File: src/tucv_pkg.sv
package tucv_pkg;

  localparam int COUNTER_WIDTH    = 32;
  localparam int ETH_HEADER_BYTES = 14;
  localparam int POS_W            = 17;

  localparam logic [POS_W-1:0] POS_MAX = {POS_W{1'b1}};

  localparam logic [15:0] ETHERTYPE_IPV4 = 16'h0800;
  localparam logic [7:0]  PROTO_TCP      = 8'd6;
  localparam logic [7:0]  PROTO_UDP      = 8'd17;

  localparam int IP_IHL_OFFSET    = 0;
  localparam int IP_LEN_HI_OFFSET = 2;
  localparam int IP_LEN_LO_OFFSET = 3;
  localparam int IP_PROTO_OFFSET  = 9;
  localparam int IP_SRC_OFFSET    = 12;
  localparam int IP_MIN_HEADER    = 20;

  localparam int TCP_CSUM_OFFSET = 16;
  localparam int UDP_CSUM_OFFSET = 6;

  localparam logic [1:0] KIND_NONE = 2'd0;
  localparam logic [1:0] KIND_TCP  = 2'd1;
  localparam logic [1:0] KIND_UDP  = 2'd2;

endpackage

File: src/tcp_udp_checksum_verifier.sv
// Checks the TCP or UDP checksum of Ethernet frames carrying IPv4. Frame bytes enter one per
// cycle while frame_stall is low, from the destination MAC on, with last_byte on the final byte;
// the pseudo-header addresses and the segment are folded into the running one's complement sum
// as they arrive, and the next frame may follow at once unless frame_stall holds it. A finished
// frame is registered in the folding stage for the final carry folding and compare, and the
// outcome is then captured in the result register. frame_stall rises only when a finished frame
// waits in the folding stage while the result register is still held by result_stall. Options
// are handled, an odd segment is padded with a zero byte, bytes past the IP total length are
// ignored, and a frame shorter than its IP total length or a 20-byte header is flagged truncated.
module tcp_udp_checksum_verifier (
  input  logic                                 clk,
  input  logic                                 rst,
  input  logic                                 frame_valid,
  output logic                                 frame_stall,
  input  logic [7:0]                           frame_byte,
  input  logic                                 last_byte,
  output logic                                 result_valid,
  input  logic                                 result_stall,
  output logic                                 is_ipv4,
  output logic [1:0]                           transport_kind,
  output logic [15:0]                          computed_checksum,
  output logic [15:0]                          received_checksum,
  output logic                                 checksum_mismatch,
  output logic                                 frame_truncated,
  output logic [tucv_pkg::COUNTER_WIDTH-1:0]   frames_seen,
  output logic [tucv_pkg::COUNTER_WIDTH-1:0]   ipv4_frames_seen,
  output logic [tucv_pkg::COUNTER_WIDTH-1:0]   mismatches_seen
);

  localparam int PW = tucv_pkg::POS_W;
  localparam int CW = tucv_pkg::COUNTER_WIDTH;
  localparam logic [PW-1:0] ETH_POS = PW'(tucv_pkg::ETH_HEADER_BYTES);
  localparam logic [PW-1:0] MIN_HDR = PW'(tucv_pkg::IP_MIN_HEADER);

  logic [PW-1:0] byte_position, byte_position_next;
  logic [15:0]   ethertype_word, ethertype_next;
  logic [5:0]    ip_header_bytes, header_next;
  logic [15:0]   ip_total_length, total_next;
  logic [7:0]    protocol_code, protocol_next;
  logic [31:0]   running_sum, running_sum_next;
  logic [7:0]    pending_high_byte, pending_next;
  logic [15:0]   stored_checksum, stored_next;

  logic          fin_valid;
  logic          fin_ipv4;
  logic          fin_trunc;
  logic          fin_check;
  logic          fin_tcp;
  logic [31:0]   fin_sum;
  logic [17:0]   fin_extra;
  logic [15:0]   fin_stored;

  logic          accept;
  logic          fin_take;
  logic          pos_live;
  logic          ip_live;
  logic          is_tcp;
  logic          tcpudp;
  logic [PW-1:0] offset;
  logic [PW-1:0] seg_off;
  logic [PW-1:0] csum_off;
  logic          in_pseudo;
  logic          in_seg;
  logic [7:0]    word_byte;
  logic [PW-1:0] ip_bytes;
  logic          done_ipv4;
  logic          long_enough;
  logic          short_len;
  logic          done_trunc;
  logic          done_check;
  logic [PW-1:0] seen;
  logic          pad;
  logic [17:0]   extra;

  logic [31:0]   fold0;
  logic [16:0]   fold1;
  logic [16:0]   fold2;
  logic [15:0]   cs;

  assign fin_take    = fin_valid && (!result_valid || !result_stall);
  assign frame_stall = fin_valid && !fin_take;
  assign accept      = frame_valid && !frame_stall;

  assign is_tcp = protocol_code == tucv_pkg::PROTO_TCP;
  assign tcpudp = is_tcp || protocol_code == tucv_pkg::PROTO_UDP;

  always_comb begin
    byte_position_next = byte_position;
    ethertype_next     = ethertype_word;
    header_next        = ip_header_bytes;
    total_next         = ip_total_length;
    protocol_next      = protocol_code;
    running_sum_next   = running_sum;
    pending_next       = pending_high_byte;
    stored_next        = stored_checksum;
    word_byte          = frame_byte;

    pos_live  = byte_position != tucv_pkg::POS_MAX;
    offset    = byte_position - ETH_POS;
    ip_live   = pos_live && byte_position >= ETH_POS &&
                ethertype_word == tucv_pkg::ETHERTYPE_IPV4;
    seg_off   = offset - PW'(ip_header_bytes);
    csum_off  = is_tcp ? PW'(tucv_pkg::TCP_CSUM_OFFSET) : PW'(tucv_pkg::UDP_CSUM_OFFSET);
    in_pseudo = offset >= PW'(tucv_pkg::IP_SRC_OFFSET) && offset < MIN_HDR;
    in_seg    = PW'(ip_header_bytes) >= MIN_HDR && offset >= PW'(ip_header_bytes) &&
                offset < PW'(ip_total_length) && tcpudp;

    if (pos_live) begin
      byte_position_next = byte_position + PW'(1);
      if (byte_position >= ETH_POS - PW'(2) && byte_position < ETH_POS) begin
        ethertype_next = {ethertype_word[7:0], frame_byte};
      end
    end

    if (ip_live) begin
      if (offset == PW'(tucv_pkg::IP_IHL_OFFSET)) begin
        header_next = {frame_byte[3:0], 2'b00};
      end else if (offset == PW'(tucv_pkg::IP_LEN_HI_OFFSET)) begin
        total_next[15:8] = frame_byte;
      end else if (offset == PW'(tucv_pkg::IP_LEN_LO_OFFSET)) begin
        total_next[7:0] = frame_byte;
      end else if (offset == PW'(tucv_pkg::IP_PROTO_OFFSET)) begin
        protocol_next = frame_byte;
      end

      if (!in_pseudo && in_seg) begin
        if (seg_off == csum_off) begin
          stored_next[15:8] = frame_byte;
          word_byte         = 8'd0;
        end else if (seg_off == csum_off + PW'(1)) begin
          stored_next[7:0] = frame_byte;
          word_byte        = 8'd0;
        end
      end

      if (in_pseudo || in_seg) begin
        if (!offset[0]) begin
          pending_next = word_byte;
        end else begin
          running_sum_next = running_sum + {16'd0, pending_high_byte, word_byte};
        end
      end
    end

    ip_bytes    = byte_position_next - ETH_POS;
    done_ipv4   = byte_position_next >= ETH_POS &&
                  ethertype_next == tucv_pkg::ETHERTYPE_IPV4;
    long_enough = ip_bytes >= MIN_HDR;
    short_len   = ip_bytes < PW'(ip_total_length);
    done_trunc  = done_ipv4 && (!long_enough || short_len);
    done_check  = done_ipv4 && long_enough && tcpudp &&
                  PW'(ip_header_bytes) >= MIN_HDR &&
                  ip_total_length >= 16'(ip_header_bytes);
    seen        = short_len ? ip_bytes : PW'(ip_total_length);
    pad         = seen > PW'(ip_header_bytes) && seen[0];
    extra       = (pad ? {2'b00, pending_next, 8'd0} : 18'd0) + 18'(protocol_code) +
                  18'(ip_total_length - 16'(ip_header_bytes));
  end

  assign fold0 = fin_sum + 32'(fin_extra);
  assign fold1 = 17'(fold0[31:16]) + 17'(fold0[15:0]);
  assign fold2 = 17'(fold1[16]) + fold1;
  assign cs    = ~fold2[15:0];

  always_ff @(posedge clk) begin
    if (rst) begin
      byte_position     <= '0;
      ethertype_word    <= '0;
      ip_header_bytes   <= '0;
      ip_total_length   <= '0;
      protocol_code     <= '0;
      running_sum       <= '0;
      pending_high_byte <= '0;
      stored_checksum   <= '0;
      fin_valid         <= 1'b0;
      result_valid      <= 1'b0;
      frames_seen       <= '0;
      ipv4_frames_seen  <= '0;
      mismatches_seen   <= '0;
    end else begin
      if (accept) begin
        if (last_byte) begin
          byte_position     <= '0;
          ethertype_word    <= '0;
          ip_header_bytes   <= '0;
          ip_total_length   <= '0;
          protocol_code     <= '0;
          running_sum       <= '0;
          pending_high_byte <= '0;
          stored_checksum   <= '0;
        end else begin
          byte_position     <= byte_position_next;
          ethertype_word    <= ethertype_next;
          ip_header_bytes   <= header_next;
          ip_total_length   <= total_next;
          protocol_code     <= protocol_next;
          running_sum       <= running_sum_next;
          pending_high_byte <= pending_next;
          stored_checksum   <= stored_next;
        end
      end

      if (accept && last_byte) begin
        fin_valid <= 1'b1;
      end else if (fin_take) begin
        fin_valid <= 1'b0;
      end

      if (fin_take) begin
        result_valid <= 1'b1;
        frames_seen  <= frames_seen + CW'(1);
        if (fin_ipv4) begin
          ipv4_frames_seen <= ipv4_frames_seen + CW'(1);
        end
        if (fin_check && cs != fin_stored) begin
          mismatches_seen <= mismatches_seen + CW'(1);
        end
      end else if (!result_stall) begin
        result_valid <= 1'b0;
      end
    end
  end

  always_ff @(posedge clk) begin
    if (accept && last_byte) begin
      fin_ipv4   <= done_ipv4;
      fin_trunc  <= done_trunc;
      fin_check  <= done_check;
      fin_tcp    <= is_tcp;
      fin_sum    <= running_sum_next;
      fin_extra  <= extra;
      fin_stored <= stored_next;
    end
    if (fin_take) begin
      is_ipv4           <= fin_ipv4;
      frame_truncated   <= fin_trunc;
      transport_kind    <= !fin_check ? tucv_pkg::KIND_NONE :
                           fin_tcp    ? tucv_pkg::KIND_TCP  : tucv_pkg::KIND_UDP;
      computed_checksum <= fin_check ? cs : 16'd0;
      received_checksum <= fin_check ? fin_stored : 16'd0;
      checksum_mismatch <= fin_check && cs != fin_stored;
    end
  end

endmodule

File: config.mk
export PLATFORM = sky130hd
export DESIGN_NAME = tcp_udp_checksum_verifier
export DESIGN_NICKNAME = d
export VERILOG_FILES = /design/src/tucv_pkg.sv /design/src/tcp_udp_checksum_verifier.sv
export SDC_FILE = /design/constraint.sdc
export NUM_CORES = 1
export LEC_CHECK = 0
export ABC_AREA = 1
export BUFFER_PORTS_ARGS = -buffer_cell sky130_fd_sc_hd__buf_2
export CAP_MARGIN = 25
export CELL_PAD_IN_SITES_DETAIL_PLACEMENT = 1
export CELL_PAD_IN_SITES_GLOBAL_PLACEMENT = 2
export CORE_UTILIZATION = 36
export DETAILED_ROUTE_END_ITERATION = 6
export PLACE_DENSITY = 0.8
export REMOVE_ABC_BUFFERS = 1
export SYNTH_ARGS = -nofsm -noshare
export SYNTH_HDL_FRONTEND = slang
export SYNTH_SLANG_ARGS = --single-unit
File: constraint.sdc
create_clock -name clk -period 7.28 [get_ports clk]
set_input_delay 0 -clock clk [delete_from_list [all_inputs] [get_ports clk]]
set_output_delay 0 -clock clk [all_outputs]
set_load 0.01 [all_outputs]
==> run_results.csv, run 1 <==
group,metric,value,unit
yosys,synth_cell_types,62,
timing,period_needed,6.70,ns
placement,portBuffers,147,
route,vias,20600,
floorplan,die-width,247,um
yosys,synthTopCellsByCount,"nand2_1, inv_1, a21oi_1",
yosys,synth_area,21600,um^2
yosys,synth_largest_area_cell,"dfxtp_1",
timing,fin_crit_sh,0.920,
timing,setup_viol,0,
timing,rsz0062_at_grt,"no",
route,wl_per_cell,18.4,um
timing,finalSetupTns,0,ns
finish,syn_to_final_growth,14.2,%
critical_path,crit_top_cell,"nand2_1",
job,max_cap_viol_count,0,
yosys,synth.most_common_cell,"nand2_1",
floorplan,dieArea,61100,um^2
global_routing,grt_pass1_vias,20500,
timing,fin_skew,0.0339,ns
timing,worstMarginPinSlew,0.964,ns
critical_path,path_max_fanout,10,
clock_tree,clock_latency,0.60,ns
critical_path,slowest_delay,0.38,ns
finish,nets,3281,
yosys,yosys_warnings,0,
route,firstDrtPassIters,7,
floorplan,floorplan.rows,89,
pwr,ir_drop,138,uV
route,drt-total-wl,72.7,mm
yosys,synth.top_cell.area_share,0.199,
floorplan,fp.dieH,247,um
floorplan,ios,148,
placement,dp_cells,3855,
floorplan,coreArea,59200,um^2
yosys,synthArstFlopShare,0,
route,drc,32,
placement,post-place-ws,0.213,ns
floorplan,start_util,0.365,
route,vias_per_cell,5.23,
clock_tree,htreeDepth,2,
critical_path,cp_slowest_cell,"o21ai_1",
critical_path,startpoint,"byte_position[1]",
pwr,p_per_area,199,nW/um^2
status,failed_checks,"design-rule violations",
critical_path,r2r_start,"byte_position[1]",
placement,hpwl,55.6,mm
finish,drive_gt1_frac,0.127,
timing,hold_ws,0.102,ns
critical_path,r2r_setup_slack,0.58,ns
status,outcome,"finished, violations left",
yosys,ys.flop_type,"dfxtp_1",
timing,layout_setup_ws,0.581,ns
global_routing,grt_max_degree,75,
route,drtIter0Drc,1011,
timing,max_freq,0.149,GHz
clock_tree,tritoncts,"built",
yosys,synthCells,2993,
critical_path,arrival,7.19,ns
clock_tree,cts_made_buffers,41,
global_routing,antenna_found_initial,1,
clock_tree,clockRootBuffer,"clkbuf_16",
critical_path,critPathCaptureType,"flip-flop",
yosys,ys_seq_area_frac,0.347,
timing,slew_viol_final,0,
clock_tree,clk_pin_slew,0.06,ns
timing,finalHoldViolations,0,
global_routing,grt_usage,0.234,
clock_tree,cts.sinks,322,
yosys,syn_area_per_cell,7.23,um^2
route,antenna_left,0,
critical_path,cp_data_required_time,7.78,ns
global_routing,grt-ovfl-total,0,
finish,n_antenna_cell,0,
pwr,leakage,10.6,nW
timing,slew_headroom,0.357,
placement,gp_congestion,0.884,
critical_path,criticalPathCategory,"flip-flop to flip-flop",
min_path,worstHoldStart,"frame_valid",
yosys,synth_edf_count,107,
clock_tree,clock_path_buffers,3,
global_routing,grt_first_pass_wirelength,113,mm
yosys,yosys-top-cells-area,"dfxtp_1, edfxtp_1, nand2_1",
finish,layout.cells.non_filler,3948,
yosys,ys_ff_latch,322,
min_path,min_path_type,"input port to flip-flop",
critical_path,critPathLaunchType,"flip-flop",
-- final timing paths --
check | endpoint | cells past startpoint
hold / removal | stored_checksum[1] | 5
setup / recovery | running_sum[25] | 37
hold reg to reg | frame_truncated | 0
setup reg to reg | running_sum[25] | 37
-- timing repair --
action	CTS	global route
resized for setup	0	22
setup endpoints to repair	0	54
buffers inserted	0	1
hold endpoints to repair	93	0
hold buffers	13	0
-- sequential cells by signal, indices dropped and copies added, names as in the netlist, 16 cells and up --
signal,flops
fin_sum,32
frames_seen,32
ipv4_frames_seen,32
mismatches_seen,32
running_sum,32
fin_extra,18
byte_position,17
computed_checksum,16
ethertype_word,16
fin_stored,16
ip_total_length,16
received_checksum,16
stored_checksum,16
-- power breakdown --
part           internal [mW]  switching (mW)  leakage (nW)
registers               1.91          0.0241          2.75
clock network           1.17           0.867         0.628
logic                  0.279           0.663          7.20
-- critical path, delay by kind of cell, from the launching register on --
family                   cells  cell delay (ns)
AND/OR/NAND/NOR             20             2.53
AO/OA/AOI/OAI                6             1.45
adder cells (fa/ha/maj)      3             1.02
buffers and inverters        6             0.70
XOR/XNOR                     2             0.56
flip-flops                   1             0.35
-- stage by stage --
stage / util / total power [mW] / cell area, um^2
floorplan: - / 2.57 / 21200
global placement: 0.391 / 2.88 / 23100
detailed placement: 0.391 / 2.89 / 23100
CTS: 0.415 / 4.97 / 24600
global route: 0.417 / 5.15 / 24700
finish: 0.417 / 4.91 / 24700
-- cell usage in the layout (no fill, tap or decap), types with 20 or more instances in the layout --
| master | Yosys | routed |
|---|---|---|
| inv_1 | 368 | 368 |
| nor2_1 | 223 | 220 |
| a21oi_1 | 267 | 263 |
| xor2_1 | 112 | 112 |
| dfxtp_1 | 215 | 214 |
| xnor2_1 | 29 | 29 |
| o21ai_1 | 15 | 20 |
| buf_2 | 11 | 146 |
| nand3_1 | 159 | 159 |
| or2_2 | 29 | 29 |
| ha_1 | 120 | 120 |
| nand4_1 | 104 | 104 |
| buf_4 | 6 | 23 |
| clkbuf_16 | 0 | 41 |
| o21ai_0 | 91 | 84 |
| edfxtp_1 | 107 | 107 |
| nor4_1 | 30 | 30 |
| nor3_1 | 66 | 66 |
| nand2_1 | 759 | 759 |
-- metal layers --
metal | GRT usage | vias to the layer above | wire [um]
met2 | 0.390 | 349 | 33900
met4 | 0.0691 | 0 | 1820
li1 | - | 10200 | -
met5 | 0 | - | 0
met1 | 0.316 | 10000 | 34200
met3 | 0.0267 | 101 | 2730
-- cell families (layout without fill, tap and decap cells) --
family                     after synthesis  after routing  synth area share
and+or+nand+nor                       1479           1481             0.313
buffers and inverters                  466            646            0.0857
AOI/OAI and AO/OA                      450            450             0.114
DFF                                    322            322             0.347
xor gates and xnor gates               150            150            0.0641
adders and majority gates              126            126            0.0749
-- final cells by class --
cell class,count,area [um^2]
Fill cell,7481,34500
Clock buffer,49,1080
Tap cell,773,967
Inverter,384,1440
Timing Repair Buffer,186,1090
Multi-Input combinational cell,2207,12400
Clock inverter,27,245
Sequential cell,322,7520
No activity file was read; power rests on OpenSTA's default activity.
==> run 2: changes to the inputs <==
--- a/config.mk
+++ b/config.mk
@@ -12,6 +12,7 @@
 export CELL_PAD_IN_SITES_GLOBAL_PLACEMENT = 2
 export CORE_UTILIZATION = 36
 export DETAILED_ROUTE_END_ITERATION = 6
+export MAX_ROUTING_LAYER = met4
 export PLACE_DENSITY = 0.8
 export REMOVE_ABC_BUFFERS = 1
 export SYNTH_ARGS = -nofsm -noshare
==> run 2 against run 1 <==
  * The flow still finishes with violations (design-rule violations)
  * Cell count is essentially flat
  * Sequential share of layout area shrank 0.14 points
  * Wire length grew 0.28%
  * Worst setup slack lost 0.032 ns
  * Clock power grew 7%
  * Hold slack lost 0.035 ns
  * Combinational power is essentially flat
  * Register-to-register slack lost 0.03 ns
  * Largest cell class unchanged
==> run_results.csv, run 2 (synthesis gave the netlist of run 1 again) <==
group,metric,value,unit
route,vias_per_cell,5.18,
clock_tree,clockRootBuffer,"clkbuf_16",
finish,mostFrequentLayoutCells,"nand2_1, inv_1, a21oi_1",
placement,hpwl,55.7,mm
clock_tree,htreeDepth,2,
critical_path,slowest_delay,0.34,ns
floorplan,fp.dieH,247,um
min_path,worstHoldPathCells,5,
route,drc,32,
placement,portBuffers,147,
timing,setup_viol,0,
floorplan,die-width,247,um
min_path,hold_path_end,"stored_checksum[0]",
status,outcome,"finished, violations left",
critical_path,criticalPathCategory,"flip-flop to flip-flop",
timing,finalHoldViolations,0,
timing,period_needed,6.73,ns
finish,drive_gt1_frac,0.130,
clock_tree,clk_pin_slew,0.06,ns
route,firstDrtPassIters,7,
finish,syn_to_final_growth,14.8,%
placement,gp_congestion,0.901,
critical_path,crit_top_cell,"nand2_1",
placement,placed_area,23100,um^2
route,drt-total-wl,72.9,mm
clock_tree,clock_latency,0.60,ns
clock_tree,cts_made_buffers,42,
critical_path,startpoint,"byte_position[1]",
pwr,ir_drop,153,uV
clock_tree,clock_path_buffers,3,
global_routing,antenna_found_initial,1,
timing,slew_viol_final,0,
finish,n_fill_cell,7416,
critical_path,arrival,7.07,ns
global_routing,grt_first_pass_wirelength,113,mm
critical_path,critPathLaunchType,"flip-flop",
placement,dp_cells,3855,
critical_path,reg2reg_depth,43,
timing,fin_skew,0.0231,ns
clock_tree,cts.sinks,322,
critical_path,cp_data_required_time,7.62,ns
critical_path,r2r_setup_slack,0.55,ns
floorplan,start_util,0.365,
critical_path,r2r_start,"byte_position[1]",
finish,fin_area,24800,um^2
clock_tree,tritoncts,"built",
finish,ff_latch_area,7520,um^2
critical_path,worstReg2RegEnd,"fin_extra[17]",
status,failed_checks,"design-rule violations",
pwr,leakage,10.6,nW
route,vias,20400,
floorplan,ios,148,
global_routing,grt_usage,0.240,
critical_path,cp_slowest_cell,"ha_1",
min_path,min_path_type,"input port to flip-flop",
route,antenna_left,0,
timing,layout_setup_ws,0.550,ns
timing,slew_headroom,0.331,
finish,n_antenna_cell,0,
timing,worstMarginPinSlew,1.00,ns
timing,max_freq,0.149,GHz
route,wl_per_cell,18.5,um
placement,post-place-ws,0.188,ns
floorplan,dieArea,61100,um^2
min_path,worstHoldStart,"frame_valid",
finish,final_common_cell,"nand2_1",
finish,nets,3280,
timing,fin_crit_sh,0.925,
floorplan,floorplan.rows,89,
job,max_cap_viol_count,0,
finish,multi_input_area,12400,um^2
global_routing,grt-ovfl-total,0,
critical_path,path_max_fanout,11,
global_routing,grt_pass1_vias,20500,
route,drtIter0Drc,950,
global_routing,grt_max_degree,75,
pwr,p_per_area,204,nW/um^2
finish,layout.cells.non_filler,3947,
floorplan,coreArea,59200,um^2
pwr,totalPowerFinal,5.05,mW
critical_path,critPathCaptureType,"flip-flop",
## run 2: cell count changes in the layout (fill, tap and decap cells not counted), sizes merged
| cell | previous run | this run |
|---|---|---|
| dlygate4sd3 | 13 | 11 |
| inv | 386 | 385 |
| bufinv | 3 | 5 |
| clkinvlp | 7 | 6 |
| clkinv | 15 | 16 |
## run 2: report_power, final
| part | switching (mW) | internal [mW] | total, mW |
|---|---|---|---|
| clock | 0.898 | 1.29 | 2.18 |
| sequential | 0.0230 | 1.91 | 1.93 |
| combinational | 0.663 | 0.279 | 0.942 |
| total | 1.58 | 3.47 | 5.05 |
## run 2: worst max-delay path by stage
stage	end	slack (ns)
4_1_cts	mismatches_seen[31]	0.16
3_5_place_dp	mismatches_seen[2]	0.19
3_3_place_gp	mismatches_seen[1]	0.41
2_1_floorplan	protocol_code[1]	-4.44
6_report	fin_extra[17]	0.55
5_1_grt	fin_extra[16]	-0.04
## run 2: layout make-up
type                            instances  share of cell area
Timing Repair Buffer                  184              0.0433
Tap cell                              773              0.0389
Multi-Input combinational cell       2207               0.499
Clock inverter                         28              0.0131
Inverter                              384              0.0581
Sequential cell                       322               0.303
Clock buffer                           49              0.0446
## run 2: critical path, delay by kind of cell, from the launching register on
family	cells	cell delay, ns
AOI/OAI and AO/OA	11	1.55
xor gates and xnor gates	2	0.52
adders and majority gates	4	1.23
buffers and inverters	4	0.46
DFF	1	0.33
and+or+nand+nor	22	2.36
## run 2: repair_timing
action / in CTS / in global routing
endpoints found under the hold margin: 91 / 0
hold buffers: 11 / 0
gates resized for setup: 0 / 27
buffers inserted: 0 / 1
endpoints found under the setup margin: 0 / 47
## run 2: routing by layer
metal / routed length [um] / vias up / track usage
met5: 0 / - / -
met4: 1670 / 0 / 0.0657
met3: 2360 / 103 / 0.0262
met2: 34200 / 315 / 0.393
met1: 34600 / 9818 / 0.314
li1: - / 10200 / -
## run 2: per-stage QoR
step           hold slack [ns]  setup TNS (ns)  utilization
2_1_floorplan           0.0624         -566.04            -
3_3_place_gp             0.369               0        0.391
3_5_place_dp             0.370               0        0.391
4_1_cts                 0.0439               0        0.417
5_1_grt                 0.0737         -0.0493        0.419
6_report                0.0671               0        0.419
